<file path="config.mk">
export PLATFORM = sky130hd
export DESIGN_NAME = fir_filter_circular_delay
export DESIGN_NICKNAME = d
export VERILOG_FILES = /design/src/fircd_pkg.sv /design/src/fircd_mac.sv /design/src/fir_filter_circular_delay.sv
export SDC_FILE = /design/constraint.sdc
export NUM_CORES = 2
export LEC_CHECK = 0
export ABC_AREA = 0
export BUFFER_PORTS_ARGS = -buffer_cell sky130_fd_sc_hd__buf_2
export CAP_MARGIN = 5
export CORE_UTILIZATION = 30
export DETAILED_ROUTE_END_ITERATION = 7
export MAX_ROUTING_LAYER = met4
export RECOVER_POWER = 50
export SYNTH_ARGS = -nofsm -noshare
export SYNTH_HDL_FRONTEND = slang
export SYNTH_SLANG_ARGS = --single-unit
</file>
<file path="constraint.sdc">
create_clock -name clk -period 19.5 [get_ports clk]
set_input_delay 3.9 -clock clk [delete_from_list [all_inputs] [get_ports clk]]
set_output_delay 3.9 -clock clk [all_outputs]
set_load 0.05 [all_outputs]
</file>
<file path="src/fircd_pkg.sv">
// Shared types and constants for the circular-delay FIR filter.
package fircd_pkg;

    localparam int SAMPLE_W = 16;
    localparam int DIGIT_W  = 4;
    localparam int DIGITS   = SAMPLE_W / DIGIT_W;
    localparam int PP_W     = SAMPLE_W + DIGIT_W + 1;
    localparam int PROD_W   = 2 * SAMPLE_W;

    localparam logic OP_FILTER = 1'b0;
    localparam logic OP_LOAD   = 1'b1;

    typedef struct packed {
        logic                       op;
        logic signed [SAMPLE_W-1:0] sample_in;
        logic [5:0]                 coef_index;
        logic signed [SAMPLE_W-1:0] coef_value;
    } fircd_in_t;

    typedef struct packed {
        logic signed [SAMPLE_W-1:0] filtered_sample;
        logic                       saturated;
    } fircd_out_t;

    typedef struct packed {
        logic clr;    // zero accumulator and partial product
        logic load;   // take new coefficient and sample, restart partial product
        logic step;   // one radix-16 digit step
        logic first;  // current digit is the signed top digit
        logic add;    // fold partial product into accumulator
    } fircd_mac_ctl_t;

endpackage

</file>
<file path="src/fircd_mac.sv">
// Digit-serial multiply-accumulate unit: one 4-bit sample digit per cycle while step is set, MSB first.
module fircd_mac
    import fircd_pkg::*;
#(
    parameter int ACC_W = 39
)
(
    input  logic                       clk,
    input  fircd_mac_ctl_t             ctl,
    input  logic signed [SAMPLE_W-1:0] coef,
    input  logic signed [SAMPLE_W-1:0] sample,
    output logic signed [ACC_W-1:0]    acc
);

    logic signed [SAMPLE_W-1:0] coef_reg;
    logic [SAMPLE_W-1:0]        samp_sh_reg;
    logic signed [PROD_W-1:0]   prod_reg;
    logic signed [ACC_W-1:0]    acc_reg;

    logic signed [SAMPLE_W-1:0] coef_next;
    logic [SAMPLE_W-1:0]        samp_sh_next;
    logic signed [PROD_W-1:0]   prod_next;
    logic signed [ACC_W-1:0]    acc_next;

    logic signed [DIGIT_W:0]    digit;
    logic signed [PP_W-1:0]     pp;

    // top digit carries the sign, lower digits are unsigned
    assign digit = ctl.first ? {samp_sh_reg[SAMPLE_W-1], samp_sh_reg[SAMPLE_W-1 -: DIGIT_W]}
                             : {1'b0, samp_sh_reg[SAMPLE_W-1 -: DIGIT_W]};
    assign pp    = coef_reg * digit;

    always_comb
    begin
        coef_next    = coef_reg;
        samp_sh_next = samp_sh_reg;
        prod_next    = prod_reg;
        acc_next     = acc_reg;
        if (ctl.add)
        begin
            acc_next = acc_reg + {{(ACC_W-PROD_W){prod_reg[PROD_W-1]}}, prod_reg};
        end
        if (ctl.clr)
        begin
            acc_next  = '0;
            prod_next = '0;
        end
        else if (ctl.load)
        begin
            coef_next    = coef;
            samp_sh_next = sample;
            prod_next    = '0;
        end
        else if (ctl.step)
        begin
            prod_next    = (prod_reg <<< DIGIT_W) + {{(PROD_W-PP_W){pp[PP_W-1]}}, pp};
            samp_sh_next = samp_sh_reg << DIGIT_W;
        end
    end

    always_ff @(posedge clk)
    begin
        coef_reg    <= coef_next;
        samp_sh_reg <= samp_sh_next;
        prod_reg    <= prod_next;
        acc_reg     <= acc_next;
    end

    assign acc = acc_reg;

endmodule

</file>
<file path="src/fir_filter_circular_delay.sv">
// FIR filter with circular delay line: a filter request passes ST_RD, then ST_LD and ST_MUL
// for each tap, then ST_SUM and ST_FIN; no new request is taken until it is back in idle.
// Each tap costs a load state plus four radix-16 steps of the shared 16x5 multiplier.
// A coefficient load request is written while idle and returns nothing.
// Reset clears the per-entry valid bits, so delay line and coefficients read as zero,
// and the write pointer; no clearing pass is needed.
module fir_filter_circular_delay
    import fircd_pkg::*;
#(
    parameter int TAPS = 64
)
(
    input  logic       clk,
    input  logic       rst_n,
    input  logic       item_valid,
    output logic       item_ready,
    input  fircd_in_t  item,
    output logic       result_valid,
    input  logic       result_ready,
    output fircd_out_t result
);

    localparam int PTR_W = (TAPS > 1) ? $clog2(TAPS) : 1;
    localparam int ACC_W = 33 + $clog2(TAPS);
    localparam int Q_W   = ACC_W - 15;
    localparam int DIG_W = $clog2(DIGITS);

    localparam logic [PTR_W-1:0] PTR_LAST = PTR_W'(TAPS - 1);
    localparam logic [DIG_W-1:0] DIG_LAST = DIG_W'(DIGITS - 1);

    localparam logic signed [Q_W-1:0]   Q_MAX     = Q_W'(32767);
    localparam logic signed [Q_W-1:0]   Q_MIN     = -Q_W'(32768);
    localparam logic signed [ACC_W-1:0] TRUNC_BIAS = ACC_W'(32767);

    localparam logic [2:0] ST_IDLE = 3'd0;
    localparam logic [2:0] ST_RD   = 3'd1;
    localparam logic [2:0] ST_LD   = 3'd2;
    localparam logic [2:0] ST_MUL  = 3'd3;
    localparam logic [2:0] ST_SUM  = 3'd4;
    localparam logic [2:0] ST_FIN  = 3'd5;

    logic [2:0]       state_reg, state_next;
    logic [PTR_W-1:0] wp_reg, wp_next;
    logic [PTR_W-1:0] pos_reg, pos_next;
    logic [PTR_W-1:0] tap_reg, tap_next;
    logic [DIG_W-1:0] dig_reg, dig_next;
    logic             last_reg, last_next;
    logic             res_valid_reg, res_valid_next;
    fircd_out_t       res_reg, res_next;

    logic [TAPS-1:0]  coef_vld_reg, coef_vld_next;
    logic [TAPS-1:0]  dly_vld_reg, dly_vld_next;

    logic signed [SAMPLE_W-1:0] coef_mem [TAPS];
    logic signed [SAMPLE_W-1:0] dly_mem  [TAPS];
    logic signed [SAMPLE_W-1:0] coef_rd_reg, dly_rd_reg;
    logic                       coef_rv_reg, dly_rv_reg;

    logic             accept;
    logic             coef_we, dly_we;
    logic [PTR_W-1:0] coef_waddr;

    fircd_mac_ctl_t             mac_ctl;
    logic signed [ACC_W-1:0]    acc;
    logic signed [SAMPLE_W-1:0] mac_coef, mac_sample;
    logic signed [ACC_W-1:0]    biased;
    logic signed [Q_W-1:0]      q;

    assign item_ready = (state_reg == ST_IDLE);
    assign accept     = item_valid && item_ready;
    assign coef_we    = accept && (item.op == OP_LOAD) && (int'(item.coef_index) < TAPS);
    assign dly_we     = accept && (item.op == OP_FILTER);
    assign coef_waddr = PTR_W'(item.coef_index);

    assign mac_coef   = coef_rv_reg ? coef_rd_reg : '0;
    assign mac_sample = dly_rv_reg ? dly_rd_reg : '0;

    // divide by 2^15 truncating toward zero
    assign biased = acc + (acc[ACC_W-1] ? TRUNC_BIAS : '0);
    assign q      = $signed(biased[ACC_W-1:15]);

    always_comb
    begin
        state_next     = state_reg;
        wp_next        = wp_reg;
        pos_next       = pos_reg;
        tap_next       = tap_reg;
        dig_next       = dig_reg;
        last_next      = last_reg;
        res_next       = res_reg;
        res_valid_next = res_valid_reg && !result_ready;
        coef_vld_next  = coef_vld_reg;
        dly_vld_next   = dly_vld_reg;
        mac_ctl        = '0;

        if (coef_we)
        begin
            coef_vld_next[coef_waddr] = 1'b1;
        end
        if (dly_we)
        begin
            dly_vld_next[wp_reg] = 1'b1;
        end

        unique case (state_reg)
            ST_IDLE:
            begin
                if (dly_we)
                begin
                    mac_ctl.clr = 1'b1;
                    pos_next    = wp_reg;
                    tap_next    = '0;
                    wp_next     = (wp_reg == PTR_LAST) ? '0 : wp_reg + 1'b1;
                    state_next  = ST_RD;
                end
            end
            ST_RD:
            begin
                state_next = ST_LD;
            end
            ST_LD:
            begin
                mac_ctl.load = 1'b1;
                mac_ctl.add  = 1'b1;
                dig_next     = '0;
                last_next    = (tap_reg == PTR_LAST);
                // advance addresses now so the next tap is read during the digit steps
                if (tap_reg != PTR_LAST)
                begin
                    tap_next = tap_reg + 1'b1;
                    pos_next = (pos_reg == '0) ? PTR_LAST : pos_reg - 1'b1;
                end
                state_next = ST_MUL;
            end
            ST_MUL:
            begin
                mac_ctl.step  = 1'b1;
                mac_ctl.first = (dig_reg == '0);
                dig_next      = dig_reg + 1'b1;
                if (dig_reg == DIG_LAST)
                begin
                    state_next = last_reg ? ST_SUM : ST_LD;
                end
            end
            ST_SUM:
            begin
                mac_ctl.add = 1'b1;
                state_next  = ST_FIN;
            end
            ST_FIN:
            begin
                if (!res_valid_reg || result_ready)
                begin
                    priority if (q > Q_MAX)
                    begin
                        res_next.filtered_sample = 16'sh7fff;
                        res_next.saturated       = 1'b1;
                    end
                    else if (q < Q_MIN)
                    begin
                        res_next.filtered_sample = 16'sh8000;
                        res_next.saturated       = 1'b1;
                    end
                    else
                    begin
                        res_next.filtered_sample = q[SAMPLE_W-1:0];
                        res_next.saturated       = 1'b0;
                    end
                    res_valid_next = 1'b1;
                    state_next     = ST_IDLE;
                end
            end
            default:
            begin
                state_next = ST_IDLE;
            end
        endcase
    end

    always_ff @(posedge clk or negedge rst_n)
    begin
        if (!rst_n)
        begin
            state_reg     <= ST_IDLE;
            wp_reg        <= '0;
            res_valid_reg <= 1'b0;
            coef_vld_reg  <= '0;
            dly_vld_reg   <= '0;
        end
        else
        begin
            state_reg     <= state_next;
            wp_reg        <= wp_next;
            res_valid_reg <= res_valid_next;
            coef_vld_reg  <= coef_vld_next;
            dly_vld_reg   <= dly_vld_next;
        end
    end

    always_ff @(posedge clk)
    begin
        pos_reg  <= pos_next;
        tap_reg  <= tap_next;
        dig_reg  <= dig_next;
        last_reg <= last_next;
        res_reg  <= res_next;
    end

    always_ff @(posedge clk)
    begin
        if (coef_we)
        begin
            coef_mem[coef_waddr] <= item.coef_value;
        end
        coef_rd_reg <= coef_mem[tap_reg];
        coef_rv_reg <= coef_vld_reg[tap_reg];
    end

    always_ff @(posedge clk)
    begin
        if (dly_we)
        begin
            dly_mem[wp_reg] <= item.sample_in;
        end
        dly_rd_reg <= dly_mem[pos_reg];
        dly_rv_reg <= dly_vld_reg[pos_reg];
    end

    fircd_mac #(
        .ACC_W (ACC_W)
    ) u_mac (
        .clk    (clk),
        .ctl    (mac_ctl),
        .coef   (mac_coef),
        .sample (mac_sample),
        .acc    (acc)
    );

    assign result_valid = res_valid_reg;
    assign result       = res_reg;

endmodule

</file>
==> key figures <==
Run status
  – Status: finished, violations left
  – Failing checks: max-capacitance violations, max-slew violations

CTS
  – Clk pin slew, worst setup/hold paths: 0.06 ns
  – Later-pin clock latency in the skew report: 0.93 ns
  – Hold_buf cts: 0
  – Worst-case clock buffer depth: 4
  – Clk sinks: 2355
  – Post-CTS Setup Repair Bufs: 0
  – H-Tree Depth: 4
  – CTS tree: yes
  – Root cell of the clock tree: clkbuf_16
  – Num CTS Buffers: 244
  – PostCTS Resize Cnt: 0

Floorplanning
  – I/O Pins: 62
  – Die X: 569 um
  – Die ar.: 0.324 mm^2
  – Total core area: 0.319 mm^2
  – Die Y: 569 um
  – Starting density of the core: 30.2%
  – Num rows: 207

Routing
  – Initial DRC Count: 4908
  – TritonRoute pass-1 iters: 5
  – Final Routed Wirelength: 233000 um
  – Antenna-violating nets left: 0
  – DRC viols: 0
  – WL/cell: 23.4 um
  – Vias: 49550
  – Vias/cell: 4.97

Finish
  – Most frequent cells in the layout: edfxtp_1 (2112), mux4_2 (535), clkbuf_16 (249)
  – Final-stage net count: 5693
  – Fillers: 29886
  – Post-route cell area: 0.111 mm^2
  – Regs by FF count: coef_mem: 1024 flops, dly_mem: 1024 flops
  – Commonest non-fill, non-tap cell in the layout: edfxtp_1
  – Share of cells above drive strength 1: 22.9%
  – Area added between synthesis and finish: 14.7%

Pwr
  – Maximum vdd drop: 0.175 mV
  – Tot Pwr: 16.1 mW
  – Power per cell area: 146 mW/mm^2
  – Static Leakage: 37.1 nW

Global routing
  – Tot GR Track Use: 14.5%
  – Initial antenna violation count: 9
  – First-pass GRT wire length: 342000 um
  – Largest net degree at the start of global routing: 139
  – Congestion Overflow GR: 0
  – Vias in the first global route: 50387

Yosys
  – Synth area leader: edfxtp_1
  – Yosys cell types: 74
  – Syn. warnings: 0
  – Post-Syn Area per Cell: 18.4 um^2
  – Syn nets: 5456
  – Synth Area in Compound Gates: 4.14%
  – Register bit total from synthesis: 2355
  – Area share of the largest cell type after synthesis: 65.7%
  – Dominant cells by area after synthesis: edfxtp_1 (66%), mux4_2 (12%), dfrtp_1 (3.6%)
  – Post-Syn Area: 0.0965 mm^2
  – Post-Synth Simple-Gate Area: 4.40%
  – XOR/XNOR share of the synthesized area: 0.844%
  – Proportion of synthesized area in mux cells: 14.9%
  – Sequential share of the synthesized area: 71.5%
  – Asr flop ratio synth: 5.86%
  – Largest family of logic cells by synthesized area: multiplexers
  – Prevailing post-synth register cell: edfxtp_1
  – Synth Instances: 5236
  – EDFF count, synth: 2112
  – Post-synthesis adder-cell area fraction: 2.70%

Setup path
  – CP arrival: 12.83 ns
  – CP max stage cell: clkbuf_1
  – Crit-path cells: clkbuf_1 -> clkbuf_1 -> mux4_2 -> mux4_2 -> mux4_2
  – Critical Path RT: 20.27 ns
  – Crit Path Max Fanout: 104
  – Startpoint Class: flop
  – Crit Path Category: reg2reg
  – CP endpoint kind: flop
  – Crit-path most repeated cell: mux4_2
  – R2R depth: 5
  – CP max stage delay: 6.45 ns

STA
  – Hold Slack: 0.461 ns
  – Fmax: 83.0 MHz
  – RSZ-0062 raised after global routing: false
  – Slew HR: -523%
  – Max-slew violation count: 2475
  – Slew @ Worst Pin: 9.34 ns
  – Fin. Hold Viols: 0
  – Tcrit/Tclk final: 61.8%
  – Final setup fails: 0
  – Final worst path period need: 12.05 ns
  – Setup TNS: 0 ns
  – Clock Skews: 0.0937 ns

Worst hold path
  – Hold path depth: 1
  – Hold Crit Class: reg2reg

Placed design
  – Detail Placement HPWL: 133000 um
  – PortBufs: 61
  – Placed Area: 0.103 mm^2
  – RD Place Congestion: 0.822

Flow run
  – Max Cap Viol: 41
## path summary, 6_finish.rpt
path | from | endpoint | slack [ns]
max in group asynchronous | rst_n | dly_vld_reg[32] | 11.34
setup / recovery | tap_reg[0] | coef_rd_reg[6] | 7.45
min in group asynchronous | rst_n | coef_vld_reg[57] | 3.71
setup reg to reg | tap_reg[0] | coef_rd_reg[6] | 7.45
hold / removal | coef_vld_reg[59] | coef_vld_reg[59] | 0.46
hold reg to reg | coef_vld_reg[59] | coef_vld_reg[59] | 0.46
## power by group
| group | leakage (nW) | total, mW | internal [mW] | switching [mW] |
|---|---|---|---|---|
| Combinational | 11.3 | 5.45 | 2.30 | 3.14 |
| Clock | 4.04 | 4.76 | 2.77 | 1.99 |
| Sequential | 21.8 | 5.92 | 5.72 | 0.200 |
| Total | 37.1 | 16.1 | 10.8 | 5.34 |
## final cells by class
class	count	area [um^2]	share of cell area (%)
diodes	2	5.00	0.00452
clock buffers	312	6630	5.98
clock inverters	148	1620	1.46
inverters	132	495	0.447
multi-input cells	2498	26100	23.6
flip-flops and latches	2355	69000	62.3
well taps	4284	5360	4.84
repair buffers	242	1550	1.40
## metrics by stage
stage | setup slack, ns | utilization [%] | cells
after floorplan | 11.97 | - | 5236
after global placement | 10.52 | 32.2 | 9510
after detailed placement | 10.31 | 32.2 | 9510
after CTS | 10.27 | 34.8 | 9970
after global routing | 5.67 | 34.7 | 9972
final | 7.45 | 34.7 | 9973
## kinds of logic (layout without fill, tap and decap cells)
kind of cell,count (synthesis),after routing
buffers and inverters,383,834
AND/OR/NAND/NOR,874,874
adder cells (fa/ha/maj),177,177
other,0,2
flip-flops,2355,2355
multiplexers,764,764
AO/OA/AOI/OAI,590,590
XOR/XNOR,93,93
## per-layer routing
metal	GRT usage [%]	up-vias	share of wire, %
met5	-	-	0
met2	22.5	1568	47
met1	20.2	26202	45
li1	-	21466	-
met4	3.22	0	2.1
met3	2.31	314	6.4
## critical path: cells and delay by family (launching register included)
kind	cells	cell delay [ns]
muxes	3	1.97
buffers and inverters	2	9.55
DFF	1	0.32
## synth_stat cells, types with 30 or more instances
cell and n:
a21o_1 42, a21oi_1 176, and2_1 86, buf_1 30, buf_2 68, clkbuf_1 151, dfrtp_1 138, dfxtp_1 105
edfxtp_1 2112, fa_1 52, ha_1 125, inv_1 131, mux2i_1 223, mux4_2 535, nand2_1 175, nand3_1 69
nor2_1 284, o21ai_0 86, o221ai_1 121, o22ai_1 45, or2_2 135, xnor2_1 65
Power figures use the tool's default switching activity.
